===== config.mk =====
export PLATFORM = sky130hd
export DESIGN_NAME = content_length_validator
export DESIGN_NICKNAME = d
export VERILOG_FILES = /design/src/rtl/clv_pkg.sv /design/src/rtl/content_length_validator.sv
export SDC_FILE = /design/constraint.sdc
export NUM_CORES = 1
export LEC_CHECK = 0
export ABC_AREA = 0
export ABC_CLOCK_PERIOD_IN_PS = 6150
export BUFFER_PORTS_ARGS = -buffer_cell sky130_fd_sc_hd__buf_2
export CAP_MARGIN = 0
export CORE_ASPECT_RATIO = 1.75
export CORE_MARGIN = 2
export CORE_UTILIZATION = 45
export CTS_BUF_LIST = sky130_fd_sc_hd__clkbuf_8
export DETAILED_ROUTE_END_ITERATION = 16
export PLACE_DENSITY = 0.65
export SLEW_MARGIN = 0
export SYNTH_ARGS = -nofsm -noshare
export SYNTH_HDL_FRONTEND = slang
export SYNTH_SLANG_ARGS = --single-unit

===== constraint.sdc =====
create_clock -name clk -period 6.15 [get_ports clk]
set_clock_uncertainty 0.15 [all_clocks]
set_input_delay 1.23 -clock clk [delete_from_list [all_inputs] [get_ports clk]]
set_output_delay 1.23 -clock clk [all_outputs]
set_load 0.03 [all_outputs]

===== src/rtl/clv_pkg.sv =====
// Package for the Content-Length validator: character classes, parser
// states, result status codes and the width of the value accumulator.
// Used by content_length_validator and its checker; depends on nothing.
package clv_pkg;

  // Width of the value accumulator and of length_value and length_limit.
  localparam int ValueBits = 48;
  localparam int DigitBits = 4;
  localparam int ProdBits  = ValueBits + DigitBits;

  // Configuration port: one 64-bit register at byte address 0.
  localparam int CfgDataBits = 64;
  localparam int CfgAddrBits = 4;

  // Largest value the accumulator holds; a run that would exceed it saturates.
  localparam logic [ValueBits-1:0] ValueMax = {ValueBits{1'b1}};

  // Characters that the parser tells apart.
  localparam logic [7:0] ChTab   = 8'h09;
  localparam logic [7:0] ChSpace = 8'h20;
  localparam logic [7:0] ChComma = 8'h2c;
  localparam logic [7:0] ChZero  = 8'h30;
  localparam logic [7:0] ChNine  = 8'h39;

  typedef enum logic [1:0] {
    CL_OTHER,
    CL_BLANK,
    CL_COMMA,
    CL_DIGIT
  } char_class_t;

  // Parser states.
  typedef enum logic [2:0] {
    PS_START = 3'd2,
    PS_SEP   = 3'd3,
    PS_RUN   = 3'd4,
    PS_BLANK = 3'd5,
    PS_COMMA = 3'd6
  } parse_state_t;

  typedef enum logic [1:0] {
    ST_OK      = 2'd0,
    ST_BAD     = 2'd1,
    ST_LEN_REQ = 2'd2
  } status_t;

  // Class of one header character.
  function automatic char_class_t classify(input logic [7:0] ch);
    char_class_t cl;
    cl = CL_OTHER;
    if (ch == ChTab || ch == ChSpace) begin
      cl = CL_BLANK;
    end else if (ch == ChComma) begin
      cl = CL_COMMA;
    end else if (ch >= ChZero && ch <= ChNine) begin
      cl = CL_DIGIT;
    end
    return cl;
  endfunction

endpackage


===== src/rtl/content_length_validator.sv =====
// Content-Length header value validator: parses the value one character per
// item and reports status, value, overflow and limit check on the end item.
// Depends on clv_pkg.
//
//   channel | direction | payload                                   | handshake
//   in_     | input     | in_byte_req, in_end_req                   | in_valid / in_ready
//   out_    | output    | out_status, out_length_value,             | out_valid / out_ready
//           |           | out_too_large, out_within_limit           |
//   cfg     | APB       | length_limit at byte address 0 (64 bits)  | psel/penable, pready=1
//
// One item is taken per cycle while in_ready is high. An accepted item is held in
// the input register; the parse step between that register and the result register
// then updates the state, and an end item leaving it loads the result register.
// Character items never stall. An end item waits in the input register while
// the result register holds an untaken result; in_ready drops for that time.
// rst_n is synchronous and active low; length_limit resets to 1048576.
module content_length_validator (
  input  logic                                clk,
  input  logic                                rst_n,
  // Input channel
  input  logic                                in_valid,
  output logic                                in_ready,
  input  logic [7:0]                          in_byte_req,
  input  logic                                in_end_req,
  // Result channel
  output logic                                out_valid,
  input  logic                                out_ready,
  output logic [1:0]                          out_status,
  output logic [clv_pkg::ValueBits-1:0]       out_length_value,
  output logic                                out_too_large,
  output logic                                out_within_limit,
  // Configuration port
  input  logic                                psel,
  input  logic                                penable,
  input  logic                                pwrite,
  input  logic [clv_pkg::CfgAddrBits-1:0]     paddr,
  input  logic [clv_pkg::CfgDataBits-1:0]     pwdata,
  output logic [clv_pkg::CfgDataBits-1:0]     prdata,
  output logic                                pready
);

  localparam int VB = clv_pkg::ValueBits;

  // Input register
  logic                 in_vld_r;
  logic [7:0]           byte_r;
  logic                 end_r;

  // Parser state
  clv_pkg::parse_state_t state_r, state_nxt;
  logic                 rejected_r, rejected_nxt;
  logic                 have_first_r, have_first_nxt;
  logic [VB-1:0]        first_val_r, first_val_nxt;
  logic                 first_ovf_r, first_ovf_nxt;
  logic [VB-1:0]        run_val_r, run_val_nxt;
  logic                 run_ovf_r, run_ovf_nxt;

  // Result register
  logic                 out_vld_r;
  clv_pkg::status_t     status_r, status_nxt;
  logic [VB-1:0]        value_r, value_nxt;
  logic                 big_r, big_nxt;
  logic                 within_r, within_nxt;

  // Configuration register
  logic [VB-1:0]        limit_r;

  // Step control
  logic                 advance;
  logic                 char_step;
  clv_pkg::char_class_t cls;
  logic [clv_pkg::DigitBits-1:0] digit;
  logic                 do_start, do_add, do_finish, do_reject;
  logic [clv_pkg::ProdBits-1:0]  prod;
  logic                 mismatch;
  logic [VB-1:0]        eff_val;
  logic                 eff_ovf;

  // The held item moves on unless it is an end item blocked by a full result.
  assign advance   = in_vld_r && (!end_r || !out_vld_r || out_ready);
  assign in_ready  = !in_vld_r || advance;
  assign char_step = advance && !end_r && !rejected_r;

  assign cls   = clv_pkg::classify(byte_r);
  assign digit = byte_r[clv_pkg::DigitBits-1:0];

  // Input register
  always_ff @(posedge clk) begin
    if (!rst_n) begin
      in_vld_r <= 1'b0;
    end else if (in_ready) begin
      in_vld_r <= in_valid;
    end
    if (in_valid && in_ready) begin
      byte_r <= in_byte_req;
      end_r  <= in_end_req;
    end
  end

  // Parser next state
  always_comb begin
    state_nxt = state_r;
    case (state_r)
      clv_pkg::PS_START, clv_pkg::PS_SEP: begin
        if (cls == clv_pkg::CL_BLANK || cls == clv_pkg::CL_COMMA) begin
          state_nxt = clv_pkg::PS_SEP;
        end else if (cls == clv_pkg::CL_DIGIT) begin
          state_nxt = clv_pkg::PS_RUN;
        end
      end
      clv_pkg::PS_RUN: begin
        if (cls == clv_pkg::CL_BLANK) begin
          state_nxt = clv_pkg::PS_BLANK;
        end else if (cls == clv_pkg::CL_COMMA) begin
          state_nxt = clv_pkg::PS_COMMA;
        end
      end
      clv_pkg::PS_BLANK: begin
        if (cls == clv_pkg::CL_COMMA) begin
          state_nxt = clv_pkg::PS_COMMA;
        end
      end
      clv_pkg::PS_COMMA: begin
        if (cls == clv_pkg::CL_DIGIT) begin
          state_nxt = clv_pkg::PS_RUN;
        end
      end
      default: begin
        state_nxt = state_r;
      end
    endcase
  end

  // Parser actions for one character
  always_comb begin
    do_start  = 1'b0;
    do_add    = 1'b0;
    do_finish = 1'b0;
    do_reject = 1'b0;
    case (state_r)
      clv_pkg::PS_START, clv_pkg::PS_SEP, clv_pkg::PS_COMMA: begin
        do_start  = (cls == clv_pkg::CL_DIGIT);
        do_reject = (cls == clv_pkg::CL_OTHER);
      end
      clv_pkg::PS_RUN: begin
        do_add    = (cls == clv_pkg::CL_DIGIT);
        do_finish = (cls != clv_pkg::CL_DIGIT);
        do_reject = (cls == clv_pkg::CL_OTHER);
      end
      clv_pkg::PS_BLANK: begin
        do_reject = (cls == clv_pkg::CL_OTHER) || (cls == clv_pkg::CL_DIGIT);
      end
      default: begin
        do_reject = 1'b1;
      end
    endcase
  end

  // Run accumulator: value times ten plus the digit, saturating past ValueMax.
  assign prod = ({{clv_pkg::DigitBits{1'b0}}, run_val_r} << 3)
              + ({{clv_pkg::DigitBits{1'b0}}, run_val_r} << 1)
              + {{VB{1'b0}}, digit};

  // A finished run must match the first one, overflow flag included.
  assign mismatch = have_first_r && ((run_val_r != first_val_r) || (run_ovf_r != first_ovf_r));
  assign eff_val  = have_first_r ? first_val_r : run_val_r;
  assign eff_ovf  = have_first_r ? first_ovf_r : run_ovf_r;

  // Parser data path
  always_comb begin
    rejected_nxt   = rejected_r;
    have_first_nxt = have_first_r;
    first_val_nxt  = first_val_r;
    first_ovf_nxt  = first_ovf_r;
    run_val_nxt    = run_val_r;
    run_ovf_nxt    = run_ovf_r;
    if (do_start) begin
      run_val_nxt = {{(VB-clv_pkg::DigitBits){1'b0}}, digit};
      run_ovf_nxt = 1'b0;
    end
    if (do_add && !run_ovf_r) begin
      if (prod > {{clv_pkg::DigitBits{1'b0}}, clv_pkg::ValueMax}) begin
        run_val_nxt = clv_pkg::ValueMax;
        run_ovf_nxt = 1'b1;
      end else begin
        run_val_nxt = prod[VB-1:0];
      end
    end
    if (do_finish) begin
      if (!have_first_r) begin
        have_first_nxt = 1'b1;
        first_val_nxt  = run_val_r;
        first_ovf_nxt  = run_ovf_r;
      end else if (mismatch) begin
        rejected_nxt = 1'b1;
      end
    end
    if (do_reject) begin
      rejected_nxt = 1'b1;
    end
  end

  // Result of an end item
  always_comb begin
    status_nxt = clv_pkg::ST_BAD;
    value_nxt  = '0;
    big_nxt    = 1'b0;
    within_nxt = 1'b0;
    if (!rejected_r) begin
      if (state_r == clv_pkg::PS_START) begin
        status_nxt = clv_pkg::ST_LEN_REQ;
      end else if ((state_r == clv_pkg::PS_RUN && !mismatch) ||
                   state_r == clv_pkg::PS_BLANK || state_r == clv_pkg::PS_COMMA) begin
        status_nxt = clv_pkg::ST_OK;
        value_nxt  = eff_val;
        big_nxt    = eff_ovf;
        within_nxt = !eff_ovf && (eff_val <= limit_r);
      end
    end
  end

  // Parser registers; an end item returns them to the start values.
  always_ff @(posedge clk) begin
    if (!rst_n || (advance && end_r)) begin
      state_r      <= clv_pkg::PS_START;
      rejected_r   <= 1'b0;
      have_first_r <= 1'b0;
      first_val_r  <= '0;
      first_ovf_r  <= 1'b0;
      run_val_r    <= '0;
      run_ovf_r    <= 1'b0;
    end else if (char_step) begin
      state_r      <= state_nxt;
      rejected_r   <= rejected_nxt;
      have_first_r <= have_first_nxt;
      first_val_r  <= first_val_nxt;
      first_ovf_r  <= first_ovf_nxt;
      run_val_r    <= run_val_nxt;
      run_ovf_r    <= run_ovf_nxt;
    end
  end

  // Result register
  always_ff @(posedge clk) begin
    if (!rst_n) begin
      out_vld_r <= 1'b0;
    end else if (advance && end_r) begin
      out_vld_r <= 1'b1;
    end else if (out_ready) begin
      out_vld_r <= 1'b0;
    end
    if (advance && end_r) begin
      status_r <= status_nxt;
      value_r  <= value_nxt;
      big_r    <= big_nxt;
      within_r <= within_nxt;
    end
  end

  assign out_valid        = out_vld_r;
  assign out_status       = status_r;
  assign out_length_value = value_r;
  assign out_too_large    = big_r;
  assign out_within_limit = within_r;

  // Configuration register; byte addresses below 8 select length_limit.
  always_ff @(posedge clk) begin
    if (!rst_n) begin
      limit_r <= VB'(1048576);
    end else if (psel && penable && pwrite && !paddr[clv_pkg::CfgAddrBits-1]) begin
      limit_r <= pwdata[VB-1:0];
    end
  end

  assign pready = 1'b1;
  assign prdata = paddr[clv_pkg::CfgAddrBits-1] ? '0
                : {{(clv_pkg::CfgDataBits-VB){1'b0}}, limit_r};

endmodule


* Yosys cells after proc, flatten, opt, wreduce, memory -nomap -nowiden *
Cells that the tools add are included.
W data, S select, Z words.

storage, ports and cells
  register bits = 214
  input bits = 84
  output and inout bits = 119
  word-level logic and storage cells = 113

cells by class
  $add $sub $neg = 2
  order comparisons = 4
  eq/ne operators = 14
  mux-type cells = 29
  bitwise operators = 1
  reductions and logical operators = 47

operators by type and width
  cell                    number
  $mux W48                5
  $add A51 B49 Y52        1
  $add A52 B4 Y52         1
  $gt A52 B48 Y1 const B  1
  $le A48 B48 Y1          1
  $ne A48 B48 Y1          1
  $eq A8 B6 Y1 const B    2
  $mux W1                 14
  $logic_and A1 B1 Y1     13
  $mux W3                 4
  $pmux W3 S4             1
  $logic_or A1 B1 Y1      10
  $reduce_bool A2 Y1      5
  $eq A3 B3 Y1 const B    3
  $logic_not A1 Y1        9
  $eq A8 B4 Y1 const B    1
  $ge A8 B6 Y1 const B    1
  $le A8 B6 Y1 const B    1
  $mux W2                 4
  $eq A3 B2 Y1 const B    2
  $reduce_and A2 Y1       3
  $reduce_or A3 Y1        2
  $eq A2 B2 Y1 const B    2
  $reduce_and A4 Y1       1
  9 further kinds         9

* Logic depth before layout (Yosys ltp) *
  depth in word-level cells = 10
  gate-level depth with buffers = 15
  mapped depth without buffers = 15

* Worst setup path before layout *
No wires, ideal clock.

  path kind = input-to-reg
  start = input port out_ready
  end = register run_val_r[42]
  setup time = 131 ps
  data arrival time = 4767 ps
  data required time = 5869 ps
  slack = 1102 ps
  stages = 7
  buffers on the path = 1
  cell sequence = nor2b_1 > nor2_1 > nor2b_1 > and2_1 > clkbuf_1 > a221oi_1 > o21ai_0

on the way
  longest elaborated chain between the ends = 5
  elaborated cells on any way between the ends = 7
  classes of those cells = reduce/logical (7)

RTL lines
  what                                line                             text
  start: declaration                  content_length_validator.sv:27   input logic out_ready,
  $logic_or A1 B1 Y1 (*)              content_length_validator.sv:80   assign advance = in_vld_r && (!end_r || !out_vld_r || out_ready);
  $logic_and A1 B1 Y1 (*)             content_length_validator.sv:80
  $logic_and A1 B1 Y1 (2 in series)   content_length_validator.sv:82   assign char_step = advance && !end_r && !rejected_r;
  $reduce_and A2 Y1 (no source line)  n/a
  end signal: assignment              content_length_validator.sv:238  run_val_r <= run_val_nxt;
  end: declaration                    content_length_validator.sv:55   logic [VB-1:0] run_val_r, run_val_nxt;

Mark *: on every way between the ends. The rest lies on a longest branch, timed or not.
A chain may end at the register's enable or synchronous reset.

* Worst setup path after layout *
  start = register byte_r[3]
  end = register run_val_r[31]

on the way
  longest elaborated chain between the ends = 10
  elaborated cells on any way between the ends = 20
  classes of those cells = add/sub (1); order compare (3); eq/ne (4); mux (7); reduce/logical (5)

RTL lines
  what                                                                      line                            text
  start: declaration                                                        content_length_validator.sv:46  logic [7:0] byte_r;
  start signal: assignment                                                  content_length_validator.sv:95  byte_r <= in_byte_req;
  parallel branches: the longest is 10 deep, another holds $add A52 B4 Y52  n/a

Several ways; the timed one is not identified.

==> results.sh <==
export IMPL_timing_rr_end="run_val_r[31]"
export IMPL_cp_cell_sequence="fa_1 > ha_1 > a211oi_1 > nor2_1 > o31ai_1 > a21oi_1 > o31ai_2 > a311o_1 > nand4_1 > buf_4 > nor3_2 > buf_12 > a311oi_1"
export IMPL_cts_buffers_inserted=30
export IMPL_crit_required_ps=6470
export IMPL_grt_start_max_net_pins=98
export IMPL_min_path_type="register to register"
export IMPL_initial_core_util_pct=45.6
export IMPL_stdcell_count=2236
export IMPL_clock_sinks=214
export IMPL_rows=86
export IMPL_period_minus_slack_ps=5030
export IMPL_post_place_ws_ps=1160
export IMPL_crit_fanout=22
export IMPL_met3_usage_pct=3.06
export IMPL_root_buffer="clkbuf_8"
export IMPL_die_area_um2=33200
export IMPL_drt_wl_total_um=41800
export IMPL_postCtsResizedCells=0
export IMPL_post_place_cells=2179
export IMPL_avgSynthCellArea_um2=8.42
export IMPL_arrival_ps=5340
export IMPL_finalNetCount=2047
export IMPL_portBuffers=166
export IMPL_syn_inst=1695
export IMPL_antenna_found_initial=2
export IMPL_synth_cell_types=62
export IMPL_wl_per_cell_um=18.7
export IMPL_finalCritPeriodShare_pct=81.8
export IMPL_setup_viol=0
export IMPL_cts_tree="done"
export IMPL_gp_congestion=0.954
export IMPL_synth_seq_cells=214
export IMPL_avgViaCountPerCell=5.63
export IMPL_clk_latency_ps=600
export IMPL_grt_pass1_vias=12500
export IMPL_r2r_start="byte_r[3]"
export IMPL_hold_viol_final=0
export IMPL_gr_total_overflow=0
export IMPL_hold_buffers=0
export IMPL_synth_ff_type="dfxtp_1"
export IMPL_fillers=3013
export IMPL_fin_setup_tns_ps=0
export IMPL_drv_slew=0
export IMPL_hold_path_startpoint="limit_r[12]"
export IMPL_synth_seq_area_share_pct=34.3
export IMPL_r2r_cells=13
export IMPL_fin_util_pct=50.9
export IMPL_drv_cap=0
export IMPL_route_detailed_drc=0
export IMPL_fmax_mhz=199
export IMPL_met2_usage_pct=47.2
export IMPL_post_cts_setup_buffer_count=0
export IMPL_rsz0062_at_grt="no"
export IMPL_clk_pin_slew_worst_paths_ps=70
export IMPL_num_vias=12600
export IMPL_h_tree_depth=1
export IMPL_synth_edf_count=61
export IMPL_ant_nets=0
export IMPL_worst_slack_ps=1120
export IMPL_drt_initial_drc_count=735
export IMPL_clock_path_buffers=3
export IMPL_holdPathEnd="limit_r[12]"
export IMPL_firstDrtPassIters=5
export IMPL_hold_slack_ps=313
export IMPL_io_pins=203
export IMPL_hold_depth=2
export IMPL_ir_drop_v=0.000164
export IMPL_dp_hpwl_um=32200
export IMPL_die_w_um=139
export IMPL_crit_slowest_cell="nor3_2"
export IMPL_drive_above_1_share_pct=13.2
export IMPL_relSlewSlack_pct=33.2
export IMPL_top_usage_layer="met2"
export IMPL_power_density_nw_per_um2=174
export IMPL_max_slew_worst_pin_slew_ps=999
export IMPL_outcome="completed"
export IMPL_end_kind="register"
export IMPL_start_kind="register"
export IMPL_synth_area_um2=14300
export IMPL_crit_type="register to register"
export IMPL_area_delta_synth_final_pct=11.6
export IMPL_grt_pass1_wl_um=65100
export IMPL_cpPeakStageDelay_ps=790
export IMPL_use_met1_pct=25.8
export IMPL_async_flop_share_pct=0
export IMPL_die_h_um=240
export IMPL_track_usage_pct=24.5
export IMPL_p_leak_nw=6.87
export IMPL_yosysWarnings=0
export IMPL_r2r_slack_ps=1120
export IMPL_core_area_um2=31300
-- per-stage QoR --
stage	instance area, um^2	power [mW]
floorplan	14300	1.63
global placement	15300	1.69
detailed placement	15300	1.69
global route	15900	2.86
CTS	15900	2.80
finish	15900	2.77
-- per-layer routing --
layer	up-vias	share of wire, %
met4	0	5.1
met5	-	0
met2	344	53
met1	5931	37
met3	114	4.2
li1	6207	-
-- how the worst max path moves through the flow --
stage	start	endpoint	slack (ps)	cells past startpoint
after floorplan	out_ready	run_val_r[42]	1100	7
after global placement	byte_r[3]	run_val_r[17]	1230	13
after detailed placement	byte_r[3]	run_val_r[40]	1160	13
after CTS	byte_r[3]	run_val_r[40]	1140	13
after global routing	byte_r[3]	run_val_r[27]	800	13
final	byte_r[3]	run_val_r[31]	1120	13
-- synth_stat cells, drive strengths merged, types with 8 or more instances --
cell type / count / area [um^2]
nor2: 199 / 747
a211oi: 70 / 526
o21ai: 57 / 285
o21a: 12 / 90.1
buf: 36 / 219
xor2: 36 / 315
nor4: 11 / 68.8
a21boi: 52 / 390
nor3: 19 / 95.1
a21oi: 122 / 611
o211ai: 9 / 67.6
a22oi: 8 / 60.1
edfxtp: 61 / 1830
a21o: 29 / 218
o21bai: 11 / 82.6
dfxtp: 153 / 3060
a311oi: 9 / 78.8
clkbuf: 72 / 272
o41ai: 20 / 250
nand3: 16 / 80.1
nor2b: 12 / 75.1
nand2: 200 / 751
xnor2: 56 / 490
ha: 146 / 1830
mux2i: 52 / 521
nand4: 37 / 231
inv: 118 / 443
-- state kept, by name, summed over array words and instances, names as in the netlist --
register,flops
byte_r,8
end_r,1
first_ovf_r,1
first_val_r,48
have_first_r,1
in_vld_r,1
limit_r,48
out_length_value,48
out_status,2
out_too_large,1
out_valid,1
out_within_limit,1
rejected_r,1
run_ovf_r,1
run_val_r,48
state_r,3
-- critical path, delay by kind of cell (launching register included) --
family,cells,cell delay [ps]
AOI/OAI and AO/OA,6,1750
buffers and inverters,2,530
DFF,1,540
and+or+nand+nor,3,990
adders and majority gates,2,910
-- placed cells by master (no fill, tap or decap), types with 14 or more instances in the layout --
| master | instances |
|---|---|
| nand2_1 | 200 |
| o21ai_0 | 53 |
| a211oi_1 | 70 |
| xnor2_1 | 56 |
| mux2i_1 | 51 |
| a21oi_1 | 122 |
| edfxtp_1 | 61 |
| buf_2 | 166 |
| nor3_1 | 18 |
| ha_1 | 146 |
| nand4_1 | 37 |
| buf_4 | 14 |
| nor2_1 | 196 |
| conb_1 | 17 |
| a21boi_0 | 52 |
| nand3_1 | 16 |
| dfxtp_1 | 152 |
| a21o_1 | 29 |
| clkbuf_8 | 33 |
| inv_1 | 121 |
| xor2_1 | 36 |
-- kinds of logic (layout without fill, tap and decap cells) --
kind of cell | after synthesis | in the layout | synth area share (%)
AO/OA/AOI/OAI | 435 | 435 | 20.7
XOR/XNOR | 92 | 92 | 5.65
adder cells (fa/ha/maj) | 148 | 148 | 13.1
buffers and inverters | 226 | 355 | 6.54
flip-flops | 214 | 214 | 34.3
multiplexers | 52 | 52 | 3.65
other | 2 | 18 | 0.0527
AND/OR/NAND/NOR | 526 | 526 | 16.0
-- report_power, final --
part	internal, mW	switching, mW
registers	1.47	0.0130
clock network	0.536	0.574
logic	0.0511	0.125
total	2.06	0.712
-- final cells by class --
type	instances	area, um^2	area share [%]
repair buffers	181	956	6.00
multi-input cells	1270	8560	53.7
inverters	118	443	2.78
clock inverters	23	121	0.762
clock buffers	33	454	2.85
flip-flops and latches	214	4900	30.7
diodes	1	2.50	0.0157
well taps	396	495	3.11
Note: power is estimated with default switching activity, not from simulation.
